<file path="src/rtl/kpc_pkg.sv">
// ============================================================================
// kpc_pkg
// Shared types and constants for the key prefix compressor.
// ============================================================================
package kpc_pkg;

    // Key geometry
    localparam int MAX_KEY_LEN  = 32;
    localparam int PREFIX_CAP   = 255;
    localparam int STORE_DEPTH  = 64;
    localparam int STORE_AW     = $clog2(STORE_DEPTH);

    // Field widths
    localparam int BYTE_W       = 8;
    localparam int CFG_IDX_W    = 8;
    localparam int S_TDATA_W    = 16;
    localparam int M_TDATA_W    = 24;

    // Configuration register indexes
    localparam logic [CFG_IDX_W-1:0] CFG_MIN_PREFIX   = 8'd0;
    localparam logic [CFG_IDX_W-1:0] CFG_PREFIX_SLACK = 8'd1;

    // Configuration reset values
    localparam logic [BYTE_W-1:0] MIN_PREFIX_RST   = 8'd4;
    localparam logic [BYTE_W-1:0] PREFIX_SLACK_RST = 8'd10;

    // Result kinds
    localparam logic KIND_HEADER = 1'b0;
    localparam logic KIND_SUFFIX = 1'b1;

    // Commands from the controller to the datapath
    typedef struct packed {
        logic capture;   // take the input transaction
        logic step;      // compare the held byte and write it to the key store
        logic load_hdr;  // load the header result into the output register
        logic load_sfx;  // load one suffix byte into the output register
        logic finish;    // close the key and prepare for the next one
    } kpc_cmd_t;

    // Status from the datapath to the controller
    typedef struct packed {
        logic last;      // held byte ends its key
        logic seed;      // held key is a seed
        logic hdr_only;  // chosen prefix covers the whole key
        logic sfx_last;  // current suffix byte is the final one
        logic out_free;  // output register can take a new result
    } kpc_status_t;

endpackage

</file>
<file path="src/rtl/kpc_ram.sv">
// ============================================================================
// kpc_ram
// Generic single-write, single-read RAM with a registered read port.
// ============================================================================
module kpc_ram #(
    parameter int WIDTH = 8,
    parameter int DEPTH = 64
) (
    input  logic                     clk,
    input  logic                     we,
    input  logic [$clog2(DEPTH)-1:0] wr_addr,
    input  logic [WIDTH-1:0]         wr_data,
    input  logic [$clog2(DEPTH)-1:0] rd_addr,
    output logic [WIDTH-1:0]         rd_data
);

    logic [WIDTH-1:0] mem [DEPTH];
    logic [WIDTH-1:0] rd_data_reg;

    // Write port and registered read port.
    always_ff @(posedge clk)
    begin
        if (we)
        begin
            mem[wr_addr] <= wr_data;
        end
        rd_data_reg <= mem[rd_addr];
    end

    assign rd_data = rd_data_reg;

endmodule

</file>
<file path="src/rtl/kpc_datapath.sv">
// ============================================================================
// kpc_datapath
// Key store, match counting, prefix choice and the output register.
// ============================================================================
module kpc_datapath
    import kpc_pkg::*;
(
    input  logic                  clk,
    input  logic                  rst_n,
    input  kpc_cmd_t              cmd,
    output kpc_status_t           status,
    input  logic [S_TDATA_W-1:0]  s_tdata,
    input  logic                  s_tlast,
    input  logic                  s_tuser,
    output logic                  m_tvalid,
    input  logic                  m_tready,
    output logic [M_TDATA_W-1:0]  m_tdata,
    output logic                  m_tlast,
    output logic                  m_tuser,
    input  logic                  cfg_valid,
    input  logic [CFG_IDX_W-1:0]  cfg_index,
    input  logic [BYTE_W-1:0]     cfg_data
);

    localparam logic [STORE_AW-1:0] MAX_LEN_V   = STORE_AW'(MAX_KEY_LEN);
    localparam logic [BYTE_W-1:0]   CAP_V       = BYTE_W'(PREFIX_CAP);

    // Held input transaction
    logic [BYTE_W-1:0]   byte_reg;
    logic [BYTE_W-1:0]   sp_reg;
    logic                last_reg;
    logic                seed_reg;

    // Key state
    logic [STORE_AW-1:0] pos_reg, pos_next;
    logic [STORE_AW-1:0] prev_len_reg, prev_len_next;
    logic [BYTE_W-1:0]   match_reg, match_next;
    logic                still_reg, still_next;
    logic [BYTE_W-1:0]   base_pfx_reg, base_pfx_next;
    logic                ovf_reg, ovf_next;
    logic [BYTE_W-1:0]   pfx_reg;
    logic [STORE_AW-1:0] ptr_reg, ptr_next;

    // Configuration
    logic [BYTE_W-1:0]   min_prefix_reg;
    logic [BYTE_W-1:0]   slack_reg;

    // Output register
    logic                m_valid_reg;
    logic [M_TDATA_W-1:0] m_data_reg;
    logic                m_last_reg;
    logic                m_user_reg;

    logic [BYTE_W-1:0]   rd_data;
    logic [STORE_AW-1:0] rd_addr;
    logic                in_range;
    logic                store_we;
    logic [BYTE_W-1:0]   pfx_comb;
    logic [BYTE_W:0]     slack_top;
    logic                out_free;

    assign in_range = (pos_reg < MAX_LEN_V);
    assign store_we = cmd.step && in_range;
    assign rd_addr  = cmd.capture ? pos_reg : ptr_reg;
    assign out_free = !m_valid_reg || m_tready;

    // Key store: the previous key, overwritten in place by the current one.
    kpc_ram #(
        .WIDTH (BYTE_W),
        .DEPTH (STORE_DEPTH)
    ) u_store (
        .clk     (clk),
        .we      (store_we),
        .wr_addr (pos_reg),
        .wr_data (byte_reg),
        .rd_addr (rd_addr),
        .rd_data (rd_data)
    );

    // Prefix choice: drop short matches, reuse the previous prefix in its window.
    assign slack_top = {1'b0, base_pfx_reg} + {1'b0, slack_reg};

    always_comb
    begin
        if (match_reg < min_prefix_reg)
        begin
            pfx_comb = '0;
        end
        else if ((base_pfx_reg != '0) && (match_reg > base_pfx_reg)
                 && ({1'b0, match_reg} < slack_top))
        begin
            pfx_comb = base_pfx_reg;
        end
        else
        begin
            pfx_comb = match_reg;
        end
    end

    // Next-state logic of the key state.
    always_comb
    begin
        pos_next      = pos_reg;
        prev_len_next = prev_len_reg;
        match_next    = match_reg;
        still_next    = still_reg;
        base_pfx_next = base_pfx_reg;
        ovf_next      = ovf_reg;
        ptr_next      = ptr_reg;
        if (cmd.step)
        begin
            if (in_range)
            begin
                if (still_reg)
                begin
                    if ((pos_reg < prev_len_reg) && (match_reg < CAP_V)
                        && (rd_data == byte_reg))
                    begin
                        match_next = match_reg + 1'b1;
                    end
                    else
                    begin
                        still_next = 1'b0;
                    end
                end
                pos_next = pos_reg + 1'b1;
            end
            else
            begin
                ovf_next = 1'b1;
            end
        end
        if (cmd.load_hdr)
        begin
            base_pfx_next = pfx_comb;
            ptr_next      = pfx_comb[STORE_AW-1:0];
        end
        if (cmd.load_sfx)
        begin
            ptr_next = ptr_reg + 1'b1;
        end
        if (cmd.finish)
        begin
            if (seed_reg)
            begin
                base_pfx_next = sp_reg;
            end
            prev_len_next = pos_reg;
            pos_next      = '0;
            match_next    = '0;
            still_next    = 1'b1;
            ovf_next      = 1'b0;
        end
    end

    // Key state registers.
    always_ff @(posedge clk or negedge rst_n)
    begin
        if (!rst_n)
        begin
            pos_reg      <= '0;
            prev_len_reg <= '0;
            match_reg    <= '0;
            still_reg    <= 1'b1;
            base_pfx_reg <= '0;
            ovf_reg      <= 1'b0;
            ptr_reg      <= '0;
        end
        else
        begin
            pos_reg      <= pos_next;
            prev_len_reg <= prev_len_next;
            match_reg    <= match_next;
            still_reg    <= still_next;
            base_pfx_reg <= base_pfx_next;
            ovf_reg      <= ovf_next;
            ptr_reg      <= ptr_next;
        end
    end

    // Held input transaction and chosen prefix (payload, no reset).
    always_ff @(posedge clk)
    begin
        if (cmd.capture)
        begin
            byte_reg <= s_tdata[BYTE_W-1:0];
            sp_reg   <= s_tdata[2*BYTE_W-1:BYTE_W];
            last_reg <= s_tlast;
            seed_reg <= s_tuser;
        end
        if (cmd.load_hdr)
        begin
            pfx_reg <= pfx_comb;
        end
    end

    // Configuration registers; unknown indexes are ignored.
    always_ff @(posedge clk or negedge rst_n)
    begin
        if (!rst_n)
        begin
            min_prefix_reg <= MIN_PREFIX_RST;
            slack_reg      <= PREFIX_SLACK_RST;
        end
        else if (cfg_valid)
        begin
            if (cfg_index == CFG_MIN_PREFIX)
            begin
                min_prefix_reg <= cfg_data;
            end
            if (cfg_index == CFG_PREFIX_SLACK)
            begin
                slack_reg <= cfg_data;
            end
        end
    end

    // Output valid flag.
    always_ff @(posedge clk or negedge rst_n)
    begin
        if (!rst_n)
        begin
            m_valid_reg <= 1'b0;
        end
        else if (cmd.load_hdr || cmd.load_sfx)
        begin
            m_valid_reg <= 1'b1;
        end
        else if (m_tready)
        begin
            m_valid_reg <= 1'b0;
        end
    end

    // Output payload: tdata = {pad, truncated, suffix_byte, prefix_len}.
    always_ff @(posedge clk)
    begin
        if (cmd.load_hdr)
        begin
            m_data_reg <= {7'b0, ovf_reg, 8'b0, pfx_comb};
            m_last_reg <= status.hdr_only;
            m_user_reg <= KIND_HEADER;
        end
        else if (cmd.load_sfx)
        begin
            m_data_reg <= {7'b0, 1'b0, rd_data, pfx_reg};
            m_last_reg <= status.sfx_last;
            m_user_reg <= KIND_SUFFIX;
        end
    end

    assign m_tvalid = m_valid_reg;
    assign m_tdata  = m_data_reg;
    assign m_tlast  = m_last_reg;
    assign m_tuser  = m_user_reg;

    // Status toward the controller.
    assign status.last     = last_reg;
    assign status.seed     = seed_reg;
    assign status.hdr_only = ({1'b0, pfx_comb} >= {3'b0, pos_reg});
    assign status.sfx_last = ((ptr_reg + 1'b1) == pos_reg);
    assign status.out_free = out_free;

    // A result is never loaded over one that has not been taken.
    a_no_overwrite: assert property (@(posedge clk) disable iff (!rst_n)
        (cmd.load_hdr || cmd.load_sfx) |-> out_free)
        else $error("output register overwritten");

    // The stored key length never passes the buffer limit.
    a_len_bound: assert property (@(posedge clk) disable iff (!rst_n)
        (pos_reg <= MAX_LEN_V) && (prev_len_reg <= MAX_LEN_V))
        else $error("key length beyond limit");

    // The match count never exceeds the bytes stored so far.
    a_match_bound: assert property (@(posedge clk) disable iff (!rst_n)
        match_reg <= {3'b0, pos_reg})
        else $error("match count exceeds key length");

    // A suffix byte is read only below the key length.
    a_sfx_range: assert property (@(posedge clk) disable iff (!rst_n)
        cmd.load_sfx |-> (ptr_reg < pos_reg))
        else $error("suffix read past key end");

endmodule

</file>
<file path="src/rtl/kpc_ctrl.sv">
// ============================================================================
// kpc_ctrl
// Controller state machine sequencing key bytes, header and suffix output.
// ============================================================================
module kpc_ctrl
    import kpc_pkg::*;
(
    input  logic        clk,
    input  logic        rst_n,
    input  logic        s_tvalid,
    output logic        s_tready,
    input  kpc_status_t status,
    output kpc_cmd_t    cmd
);

    localparam logic [2:0] ST_IDLE = 3'd0;
    localparam logic [2:0] ST_CMP  = 3'd1;
    localparam logic [2:0] ST_HDR  = 3'd2;
    localparam logic [2:0] ST_SRD  = 3'd3;
    localparam logic [2:0] ST_SOUT = 3'd4;
    localparam logic [2:0] ST_FIN  = 3'd5;

    logic [2:0] state_reg, state_next;

    // Next state and commands.
    always_comb
    begin
        state_next = state_reg;
        cmd        = '0;
        s_tready   = 1'b0;
        unique case (state_reg)
            ST_IDLE:
            begin
                s_tready = 1'b1;
                if (s_tvalid)
                begin
                    cmd.capture = 1'b1;
                    state_next  = ST_CMP;
                end
            end
            ST_CMP:
            begin
                cmd.step = 1'b1;
                if (!status.last)
                begin
                    state_next = ST_IDLE;
                end
                else if (status.seed)
                begin
                    state_next = ST_FIN;
                end
                else
                begin
                    state_next = ST_HDR;
                end
            end
            ST_HDR:
            begin
                if (status.out_free)
                begin
                    cmd.load_hdr = 1'b1;
                    state_next   = status.hdr_only ? ST_FIN : ST_SRD;
                end
            end
            ST_SRD:
            begin
                state_next = ST_SOUT;
            end
            ST_SOUT:
            begin
                if (status.out_free)
                begin
                    cmd.load_sfx = 1'b1;
                    state_next   = status.sfx_last ? ST_FIN : ST_SRD;
                end
            end
            ST_FIN:
            begin
                cmd.finish = 1'b1;
                state_next = ST_IDLE;
            end
            default:
            begin
                state_next = ST_IDLE;
            end
        endcase
    end

    // State register.
    always_ff @(posedge clk or negedge rst_n)
    begin
        if (!rst_n)
        begin
            state_reg <= ST_IDLE;
        end
        else
        begin
            state_reg <= state_next;
        end
    end

    // Every accepted byte is compared in the following cycle.
    a_cmp_follows: assert property (@(posedge clk) disable iff (!rst_n)
        (s_tvalid && s_tready) |=> (state_reg == ST_CMP))
        else $error("accepted byte not compared");

    // A suffix read always precedes its output load.
    a_read_first: assert property (@(posedge clk) disable iff (!rst_n)
        (state_reg == ST_SOUT) && !$past(state_reg == ST_SOUT)
        |-> $past(state_reg == ST_SRD))
        else $error("suffix load without read");

    // Key close happens only after a completed key.
    a_fin_source: assert property (@(posedge clk) disable iff (!rst_n)
        $rose(state_reg == ST_FIN) |-> ($past(state_reg == ST_CMP)
        || $past(state_reg == ST_HDR) || $past(state_reg == ST_SOUT)))
        else $error("unexpected key close");

endmodule

</file>
<file path="src/rtl/key_prefix_compressor.sv">
// ============================================================================
// key_prefix_compressor
// Front coder for runs of sorted keys that arrive one byte per transaction.
// ============================================================================
// Each key byte is accepted while the byte at the same position of the
// previous key is read from the key store, and is then compared and written
// over it (the key store has one write and one registered read port).
// Bytes past the buffer length are dropped but still go through these steps.
// On the last byte of a non-seed key the block loads the header result, then
// for each suffix byte reads the store and loads the output, each load waiting
// for a free output register, and then closes the key; a seed key closes with
// no result. The last result of a key may still wait in the output register
// while the next key's bytes are accepted.
// ============================================================================
module key_prefix_compressor
    import kpc_pkg::*;
(
    input  logic                  clk,
    input  logic                  rst_n,
    input  logic                  s_tvalid,
    output logic                  s_tready,
    input  logic [S_TDATA_W-1:0]  s_tdata,   // [7:0] key_byte, [15:8] seed_prefix
    input  logic                  s_tlast,   // end_of_key
    input  logic                  s_tuser,   // seed
    output logic                  m_tvalid,
    input  logic                  m_tready,
    output logic [M_TDATA_W-1:0]  m_tdata,   // [7:0] prefix_len, [15:8] suffix_byte,
                                             // [16] truncated, [23:17] zero
    output logic                  m_tlast,   // final_res
    output logic                  m_tuser,   // kind
    input  logic                  cfg_valid,
    output logic                  cfg_ready,
    input  logic [CFG_IDX_W-1:0]  cfg_index,
    input  logic [BYTE_W-1:0]     cfg_data
);

    kpc_cmd_t    cmd;
    kpc_status_t status;

    // Configuration writes are always taken.
    assign cfg_ready = 1'b1;

    kpc_ctrl u_ctrl (
        .clk      (clk),
        .rst_n    (rst_n),
        .s_tvalid (s_tvalid),
        .s_tready (s_tready),
        .status   (status),
        .cmd      (cmd)
    );

    kpc_datapath u_dp (
        .clk       (clk),
        .rst_n     (rst_n),
        .cmd       (cmd),
        .status    (status),
        .s_tdata   (s_tdata),
        .s_tlast   (s_tlast),
        .s_tuser   (s_tuser),
        .m_tvalid  (m_tvalid),
        .m_tready  (m_tready),
        .m_tdata   (m_tdata),
        .m_tlast   (m_tlast),
        .m_tuser   (m_tuser),
        .cfg_valid (cfg_valid),
        .cfg_index (cfg_index),
        .cfg_data  (cfg_data)
    );

endmodule

</file>
<file path="config.mk">
export PLATFORM = sky130hd
export DESIGN_NAME = key_prefix_compressor
export DESIGN_NICKNAME = d
export VERILOG_FILES = /design/src/rtl/kpc_pkg.sv /design/src/rtl/kpc_ram.sv /design/src/rtl/kpc_datapath.sv /design/src/rtl/kpc_ctrl.sv /design/src/rtl/key_prefix_compressor.sv
export SDC_FILE = /design/constraint.sdc
export NUM_CORES = 1
export LEC_CHECK = 0
export BUFFER_PORTS_ARGS = -buffer_cell sky130_fd_sc_hd__buf_2
export CORE_ASPECT_RATIO = 0.5
export CORE_MARGIN = 4
export CORE_UTILIZATION = 62
export DETAILED_ROUTE_END_ITERATION = 10
export PLACE_DENSITY = 0.79
export SETUP_SLACK_MARGIN = 0.4
export SLEW_MARGIN = 20
export SYNTH_ARGS = -nofsm -noshare
export SYNTH_HDL_FRONTEND = slang
export SYNTH_SLANG_ARGS = --single-unit
</file>
<file path="constraint.sdc">
create_clock -name clk -period 5.6 [get_ports clk]
set_input_delay 0.84 -clock clk [delete_from_list [all_inputs] [get_ports clk]]
set_output_delay 0.84 -clock clk [all_outputs]
set_load 0.02 [all_outputs]
</file>
==> flow_metrics.env, run 1 <==
export IMPL_fillers=2572
export IMPL_maxSlewHeadroom_pct=26.3
export IMPL_synth_common_cells="edfxtp_1 (548), nand2_1 (337), nor2_1 (90)"
export IMPL_finalMaxSlewViolations=0
export IMPL_post_dp_hpwl_mm=34.4
export IMPL_synth_ff_type="edfxtp_1"
export IMPL_largest_reg_flops=512
export IMPL_worstSetupStartpointType="flip-flop"
export IMPL_cts_root_buffer="clkbuf_16"
export IMPL_yosysTopAreaCellShare_pct=64.0
export IMPL_rows=52
export IMPL_grt_pass1_wl_mm=86.6
export IMPL_cellLeakagePower_uw=0.0109
export IMPL_cap_violations=0
export IMPL_r2r_end="u_dp.m_tlast"
export IMPL_cts_htree_levels=2
export IMPL_cp_cell_sequence="inv_1, fa_1, nor2b_1, o31ai_1, a21oi_2, xnor2_1, ha_1, o21ai_0, o21ai_0, a21oi_1, a311oi_2, buf_4, buf_4, or2_4, nand2_1, a21oi_1, ha_1, a21o_1, a21o_1, a21oi_1, o21ai_0, a211o_1, o21a_1"
export IMPL_dpl_worst_slack_ps=583
export IMPL_hold_ws_ps=394
export IMPL_hold_violations=0
export IMPL_min_period_ps=4780
export IMPL_cts_buffers=51
export IMPL_initial_utilization_pct=63.2
export IMPL_gp_congestion=0.883
export IMPL_insertion_delay_ps=590
export IMPL_grt_max_degree=122
export IMPL_grt_usage_pct=24.9
export IMPL_fin_skew_ps=17.3
export IMPL_cp_arrival_ps=5110
export IMPL_reg2reg_depth=23
export IMPL_yosys_cell_count_top_type="edfxtp_1"
export IMPL_grt_pass1_vias=15600
export IMPL_die_x_um=296
export IMPL_num_nets_final=2216
export IMPL_via_per_inst=5.87
export IMPL_yosysWarnings=0
export IMPL_r2r_slack_ps=820
export IMPL_clock_sinks=621
export IMPL_drc=0
export IMPL_clock_path_buffers=3
export IMPL_syn_inst=1811
export IMPL_route_vias_total=15900
export IMPL_synth_edf_count=548
export IMPL_setup_viol_count_final=0
export IMPL_endpoint_kind="flip-flop"
export IMPL_finalWorstSetupSlack_ps=822
export IMPL_drtIter0Drc=1851
export IMPL_crit_fanout=16
export IMPL_worstSetupPathType="flip-flop to flip-flop"
export IMPL_rsz0062_at_grt="no"
export IMPL_fp_dieH_um=152
export IMPL_io_pins=68
export IMPL_grt_overflow_total=0
export IMPL_critPathRequiredTime_ps=5930
export IMPL_synth_area_sq_mm=0.0257
export IMPL_ys_types=58
export IMPL_outcome="finished clean"
export IMPL_ant_nets=0
export IMPL_antenna_found_initial=0
export IMPL_avgSynthCellArea_sq_um=14.2
export IMPL_firstDrtPassIters=6
export IMPL_hold_class="primary input to asynchronous set/reset pin"
export IMPL_r2r_start="u_dp.slack_reg[1]"
export IMPL_ys_ff_latch=621
export IMPL_largest_register="u_dp.u_store.mem"
export IMPL_yosysTopAreaCell="edfxtp_1"
export IMPL_core_sq_mm=0.0407
export IMPL_portBuffers=59
export IMPL_worstPathBufferInverterCount=3
export IMPL_cp_slowest_cell="dfstp_2"
export IMPL_fin_tns_setup_ps=0
export IMPL_wire_per_inst_um=20.5
export IMPL_ir_drop_mv=0.342
export IMPL_max_freq_mhz=209
export IMPL_area_growth_pct=14.1
export IMPL_synth_area_top_cells="edfxtp_1 (64%), dfrtp_1 (5.1%), nand2_1 (4.9%), mux4_2 (4.6%), ha_1 (2.1%)"
export IMPL_die_area_sq_mm=0.0450
export IMPL_clk_pin_slew_ps=70
export IMPL_worst_pin_slew_ps=1080
export IMPL_synthArstFlopShare_pct=9.02
export IMPL_power_density_mw_per_mm2=462
export IMPL_cp_top_family="compound AO/OA/AOI/OAI gates"
export IMPL_cts_tree="built"
export IMPL_num_antenna_cells=0
export IMPL_critPathMaxStageDelay_ps=540
export IMPL_routed_wl_mm=55.7
export IMPL_layout_drive_gt1_share_pct=11.8
export IMPL_min_period_over_period_pct=85.3
export IMPL_ys_seq_area_share_pct=70.8
==> where the power goes <==
group | switching (uW) | internal, uW
clock | 1610 | 1930
combinational | 2480 | 1450
sequential | 331 | 5750
total | 4420 | 9120
==> cell type report <==
| type | instances | area, sq um | share of cell area, % |
|---|---|---|---|
| Clock buffer | 73 | 1430 | 4.88 |
| Tap cell | 540 | 676 | 2.31 |
| Clock inverter | 23 | 195 | 0.666 |
| Sequential cell | 621 | 18200 | 62.1 |
| Multi-Input combinational cell | 1313 | 7970 | 27.2 |
| Inverter | 42 | 158 | 0.538 |
| Timing Repair Buffer | 103 | 676 | 2.31 |
==> stage by stage <==
step                      utilization [%]  instances  cell area [sq um]  power, uW
after global placement               68.0       2616              27600       9920
after floorplan                         -       2073              26700       8770
after CTS                            72.0       2712              29300      13500
after global routing                 72.1       2715              29300      14200
after detailed placement             68.0       2616              27600      10000
final                                72.1       2715              29300      13500
==> cell families (layout without fill, tap and decap cells) <==
kind of cell | count (synthesis) | in the layout | share of synthesized area [%]
simple gates | 619 | 619 | 10.6
flops | 621 | 621 | 70.8
buf+inv | 139 | 241 | 2.28
other cells | 2 | 264 | 0.0292
mux | 108 | 108 | 6.81
compound gates | 253 | 253 | 6.44
xor+xnor | 24 | 24 | 0.818
fa+ha+maj | 45 | 45 | 2.22
==> layout by cell type (no fill, tap or decap), types with 18 or more instances in the layout <==
master | Yosys | final
dfrtp_1 | 52 | 51
a21oi_1 | 79 | 77
inv_1 | 42 | 42
buf_2 | 21 | 59
a31oi_1 | 31 | 31
mux2i_1 | 42 | 39
nor2_1 | 90 | 85
ha_1 | 44 | 44
clkbuf_16 | 0 | 53
nand4_1 | 24 | 24
buf_4 | 10 | 40
mux4_2 | 52 | 52
nand3_1 | 83 | 83
a22oi_1 | 18 | 18
conb_1 | 2 | 264
edfxtp_1 | 548 | 548
o21ai_0 | 38 | 38
nand2_1 | 337 | 337
a32oi_1 | 25 | 25
==> worst max-delay path by stage <==
stage | start | to | depth (start not counted)
after floorplan | u_dp.slack_reg[1] | u_dp.m_tlast | 23
final | u_dp.slack_reg[1] | u_dp.m_tlast | 23
after detailed placement | u_dp.slack_reg[1] | u_dp.m_tlast | 22
after CTS | u_dp.base_pfx_reg[0] | u_dp.m_tlast | 23
after global placement | u_dp.base_pfx_reg[0] | u_dp.m_tlast | 23
after global routing | u_dp.base_pfx_reg[0] | u_dp.m_tlast | 24
==> per-layer routing <==
layer  vias to the layer above  part of all wire (%)  global-route usage, %
met1                      7869                    40                   35.4
met4                         0                   2.5                   6.64
met3                       109                   9.8                   4.94
met2                       738                    48                   40.2
met5                         -                     0                      0
li1                       7211                     -                      -
==> repair_timing <==
action                                  CTS  global route
hold buffers                              0             0
setup buffers                             0             3
resized for setup                         0             7
endpoints found under the setup margin    0             3
No activity file was read; power rests on OpenSTA's default activity.
==> run 2, diff against run 1 <==
Settings changed: CAP_MARGIN set to 30, PLACE_DENSITY 0.79 to unset, PLACE_DENSITY_LB_ADDON set to 0.3, RECOVER_POWER set to 100.
==> run 2 against run 1 <==
Effect of this change:
- the flow now finishes with violations (max-capacitance violations, max-slew violations)
- sequential share of layout area grew 0.48 points
- sequential power is essentially flat
- non-clock buffer count shrank 3
- critical endpoint is now u_dp.u_store.rd_data[6]
- highest routed layer is now met5
==> flow_metrics.env, run 2 (synthesis gave the netlist of run 1 again) <==
export IMPL_cts_buffers=50
export IMPL_largest_reg_flops=512
export IMPL_drtIter0Drc=2036
export IMPL_min_period_ps=5150
export IMPL_maxSlewHeadroom_pct=-110
export IMPL_ir_drop_mv=0.302
export IMPL_worstSetupStartpointType="flip-flop"
export IMPL_cts_setup_buffers=0
export IMPL_min_period_over_period_pct=91.9
export IMPL_grt_pass1_wl_mm=88.0
export IMPL_cellLeakagePower_uw=0.0107
export IMPL_wire_per_inst_um=21.0
export IMPL_endpoint_kind="flip-flop"
export IMPL_violations="max-capacitance violations, max-slew violations"
export IMPL_largest_register="u_dp.u_store.mem"
export IMPL_core_sq_mm=0.0407
export IMPL_seq_area_sq_mm=0.0182
export IMPL_routed_wl_mm=56.8
export IMPL_grt_usage_pct=25.3
export IMPL_fin_area_sq_mm=0.0291
export IMPL_cp_arrival_ps=5590
export IMPL_hold_violations=0
export IMPL_clock_sinks=621
export IMPL_clk_pin_slew_ps=70
export IMPL_crit_fanout=19
export IMPL_firstDrtPassIters=7
export IMPL_layout_drive_gt1_share_pct=9.55
export IMPL_cts_root_buffer="clkbuf_16"
export IMPL_fillers=2616
export IMPL_cap_violations=10
export IMPL_cts_resized=0
export IMPL_gp_congestion=0.880
export IMPL_setup_viol_count_final=0
export IMPL_placed_area_sq_mm=0.0276
export IMPL_worstSetupPathType="flip-flop to flip-flop"
export IMPL_ant_nets=0
export IMPL_io_pins=68
export IMPL_worst_pin_slew_ps=3150
export IMPL_grt_overflow_total=0
export IMPL_fin_skew_ps=26.7
export IMPL_outcome="complete, but fails checks"
export IMPL_fp_dieH_um=152
export IMPL_portBuffers=59
export IMPL_final_common_cell="edfxtp_1"
export IMPL_grt_max_degree=113
export IMPL_hold_class="primary input to flip-flop"
export IMPL_max_freq_mhz=194
export IMPL_multiInputGateArea_sq_mm=0.00795
export IMPL_area_growth_pct=13.2
export IMPL_rsz0062_at_grt="no"
export IMPL_die_area_sq_mm=0.0450
export IMPL_finalMaxSlewViolations=605
export IMPL_num_nets_final=2212
export IMPL_fin_tns_setup_ps=0
export IMPL_drc=0
export IMPL_power_density_mw_per_mm2=460
export IMPL_critPathRequiredTime_ps=6040
export IMPL_num_antenna_cells=0
export IMPL_grt_pass1_vias=15700
export IMPL_cts_hold_buf=0
export IMPL_antenna_found_initial=1
export IMPL_cts_htree_levels=2
export IMPL_clock_path_buffers=3
export IMPL_via_per_inst=5.89
export IMPL_die_x_um=296
export IMPL_insertion_delay_ps=590
export IMPL_route_vias_total=16000
export IMPL_rows=52
export IMPL_initial_utilization_pct=63.2
export IMPL_post_dp_hpwl_mm=35.1
export IMPL_cts_tree="built"
export IMPL_final_cell_mix="edfxtp_1 (548), nand2_1 (337), conb_1 (264), nor2_1 (86), nand3_1 (83)"
-- run 2: cell count changes in the layout (fill, tap and decap cells not counted), sizes merged --
cell	before	now
clkbuf	73	109
bufinv	3	2
clkinv	18	13
inv	44	46
buf	103	64
-- run 2: layout make-up --
| type | instances | area share [%] |
|---|---|---|
| multi-input combinational | 1313 | 27.3 |
| tap | 540 | 2.32 |
| clock inverter | 19 | 0.551 |
| timing repair buffer | 100 | 1.94 |
| clock buffer | 73 | 4.71 |
| inverter | 42 | 0.542 |
| sequential | 621 | 62.6 |
-- run 2: where the power goes --
group	total (uW)	leakage (uW)	internal, uW	switching, uW
Sequential	6110	0.00600	5780	338
Clock	3400	0.000744	1800	1600
Combinational	3870	0.00393	1380	2490
-- run 2: critical path: stages, from the launching register on --
cell      delay [ps]
dfrtp_1          530
nor4b_4          880
clkbuf_1         430
mux2i_1          500
nor2_1          1410
a32oi_1          370
nand3_1          250
o21ai_0          110
or4_1            530
-- run 2: through the flow --
step	setup WS, ps	total power [uW]	std cells	hold WS (ps)	utilization (%)
finish	451	13400	2708	436	71.5
global route	268	14000	2708	411	71.5
global placement	663	9910	2612	444	67.9
floorplan	827	8770	2073	444	-
CTS	528	13400	2707	407	71.7
detailed placement	566	10000	2615	449	67.9
-- run 2: path summary, 6_finish.rpt --
| kind | startpoint | cells past startpoint | end | slack, ps |
|---|---|---|---|---|
| worst max-delay path | u_ctrl.state_reg[2] | 8 | u_dp.u_store.rd_data[6] | 450 |
| worst min register to register | u_dp.m_tdata[9] | 2 | u_dp.m_tdata[9] | 460 |
| worst min-delay path | s_tdata[13] | 1 | u_dp.sp_reg[5] | 440 |
| max in group asynchronous | rst_n | 2 | u_dp.m_tvalid | 2420 |
| worst max register to register | u_ctrl.state_reg[2] | 8 | u_dp.u_store.rd_data[6] | 450 |
| min in group asynchronous | rst_n | 2 | u_dp.min_prefix_reg[4] | 1400 |
-- run 2: routing by layer --
metal	global-route usage (%)	routed length [um]	part of all wire, %
met5	0	11	0.019
met4	7.67	1470	2.6
met3	5.79	5760	10
met2	40.2	27100	48
met1	35.7	22500	40
==> run 3, diff against run 2 <==
Settings changed: CORE_UTILIZATION 62 to 38, PLACE_DENSITY set to 0.52, PLACE_DENSITY_LB_ADDON 0.3 to unset.
==> run 3 against run 2 <==
Effect of this change:
- final cell count up 14%
- critical path type unchanged
- first-iteration DRC count down 36%
- largest cell class unchanged
- cell area up 3.0%
- maximum frequency up 2.8%
- the run still ends with max-capacitance violations, max-slew violations left
- flip-flop and latch count unchanged
- die area up 60%
- largest power group unchanged
- critical endpoint is now u_dp.m_tlast
- via count down 2.7%
- highest routed layer is now met4
- utilization down 27 points
- clock power up 18%
- non-clock buffer count up 7
- sequential power about the same
- clock-buffer cell count up 11
==> flow_metrics.env, run 3 (synthesis gave the netlist of run 1 again) <==
export IMPL_outcome="complete, but fails checks"
export IMPL_violations="max-capacitance violations, max-slew violations"
export IMPL_rsz0062_at_grt="no"
export IMPL_fin_tns_setup_ps=0
export IMPL_finalWorstSetupSlack_ps=589
export IMPL_clk_pin_slew_ps=70
export IMPL_via_per_inst=5.03
export IMPL_hold_class="primary input to flip-flop"
export IMPL_antenna_found_initial=2
export IMPL_critPathMaxStageDelay_ps=450
export IMPL_min_from="s_tdata[11]"
export IMPL_power_density_mw_per_mm2=469
export IMPL_drc=0
export IMPL_routed_wl_mm=61.0
export IMPL_core_sq_mm=0.0670
export IMPL_hold_violations=0
export IMPL_power_total_uw=14000
export IMPL_crit_fanout=16
export IMPL_min_period_ps=5010
export IMPL_post_dp_hpwl_mm=38.1
export IMPL_cts_htree_levels=2
export IMPL_reg2reg_depth=24
export IMPL_final_cell_mix="edfxtp_1 (548), nand2_1 (337), conb_1 (264), nor2_1 (84), nand3_1 (83)"
export IMPL_insertion_delay_ps=630
export IMPL_maxSlewHeadroom_pct=-111
export IMPL_cts_tree="built"
export IMPL_rows=67
export IMPL_ir_drop_mv=0.227
export IMPL_cts_root_buffer="clkbuf_16"
export IMPL_cap_violations=9
export IMPL_whs_path_depth=1
export IMPL_min_period_over_period_pct=89.5
export IMPL_gp_congestion=0.826
export IMPL_num_nets_final=2226
export IMPL_grt_pass1_vias=15100
export IMPL_clock_sinks=621
export IMPL_setup_viol_count_final=0
export IMPL_largest_register="u_dp.u_store.mem"
export IMPL_num_antenna_cells=0
export IMPL_grt_overflow_total=0
export IMPL_ant_nets=0
export IMPL_fp_dieH_um=192
export IMPL_worst_pin_slew_ps=3160
export IMPL_grt_pass1_wl_mm=92.1
export IMPL_firstDrtPassIters=7
export IMPL_max_freq_mhz=200
export IMPL_r2r_start="u_dp.base_pfx_reg[0]"
export IMPL_final_common_cell="edfxtp_1"
export IMPL_endpoint_kind="flip-flop"
export IMPL_drtIter0Drc=1299
export IMPL_cp_slowest_cell="dfrtp_1"
export IMPL_area_growth_pct=16.6
export IMPL_cellLeakagePower_uw=0.0109
export IMPL_io_pins=68
export IMPL_dpl_worst_slack_ps=505
export IMPL_layout_drive_gt1_share_pct=10.9
export IMPL_fin_area_sq_mm=0.0300
export IMPL_route_vias_total=15500
export IMPL_cp_top_family="compound AO/OA/AOI/OAI gates"
export IMPL_r2r_end="u_dp.m_tlast"
export IMPL_worstSetupPathType="flip-flop to flip-flop"
export IMPL_clock_path_buffers=3
export IMPL_largest_reg_flops=512
export IMPL_die_x_um=376
export IMPL_fin_skew_ps=14.5
export IMPL_die_area_sq_mm=0.0721
export IMPL_worstSetupStartpointType="flip-flop"
export IMPL_cts_buffers=57
export IMPL_r2r_slack_ps=590
export IMPL_portBuffers=59
export IMPL_grt_usage_pct=16.9
export IMPL_critPathRequiredTime_ps=5980
export IMPL_wire_per_inst_um=19.8
export IMPL_initial_utilization_pct=38.4
export IMPL_placed_area_sq_mm=0.0281
export IMPL_cp_arrival_ps=5390
export IMPL_whs_endpoint="u_dp.sp_reg[3]"
export IMPL_worstPathBufferInverterCount=3
export IMPL_finalMaxSlewViolations=462
export IMPL_grt_max_degree=93
export IMPL_cp_cell_sequence="ha_1, inv_1, fa_1, nor2b_1, o31ai_1, a21oi_2, xnor2_1, ha_1, o21ai_0, o21ai_0, a21oi_1, a311oi_2, clkbuf_1, buf_4, or2_4, nand2_1, a21oi_1, ha_1, a21o_1, a21o_1, a21oi_1, o21ai_0, a211o_1, o21a_1"
## run 3: power breakdown
| group | internal (uW) | switching (uW) |
|---|---|---|
| combinational | 1420 | 2550 |
| sequential | 5770 | 312 |
| clock | 2270 | 1720 |
## run 3: worst max path at each step
stage	start	end	slack, ps	cells past startpoint
after floorplan	u_dp.slack_reg[1]	u_dp.m_tlast	830	23
after global placement	u_dp.base_pfx_reg[0]	u_dp.m_tlast	570	23
after detailed placement	u_dp.base_pfx_reg[0]	u_dp.m_tlast	500	23
after CTS	u_dp.base_pfx_reg[0]	u_dp.m_tlast	490	23
after global routing	u_dp.byte_reg[3]	u_dp.match_reg[2]	220	8
final	u_dp.base_pfx_reg[0]	u_dp.m_tlast	590	24
## run 3: layer usage
layer | vias to the layer above | global-route usage [%] | wire [um]
li1 | 7240 | - | -
met2 | 366 | 27.0 | 28300
met5 | - | 0 | 0
met4 | 0 | 4.82 | 1430
met3 | 86 | 3.48 | 3580
met1 | 7839 | 23.5 | 27700
## run 3: what timing repair did
item                                    in CTS  in global routing
hold endpoints to repair                     0                  0
hold buffers                                 0                  0
resized for setup                            0                  7
buffers inserted                             0                  1
endpoints found under the setup margin       0                  3
## run 3: cell type report
cell class                      instances  area, sq um
Tap cell                              897         1120
Inverter                               42          158
Sequential cell                       621        18200
Clock buffer                           84         1650
Clock inverter                         23          265
Multi-Input combinational cell       1313         7950
Timing Repair Buffer                  107          614
Fill cell                            6176        37000
## run 3: per-stage QoR
| stage | instances | hold WS, ps | util, % |
|---|---|---|---|
| after detailed placement | 2973 | 452 | 41.9 |
| after floorplan | 2073 | 444 | - |
| after global routing | 3087 | 347 | 44.7 |
| after CTS | 3080 | 340 | 44.8 |
| final | 3087 | 390 | 44.7 |
| after global placement | 2971 | 452 | 41.9 |
## run 3: worst reg2reg max path: cells and delay by family (launching register included)
family          cells  cell delay, ps
compound gates     13            2110
simple gates        3             470
fa+ha+maj           4            1150
buf+inv             3             500
xor+xnor            1              90
flops               1             450
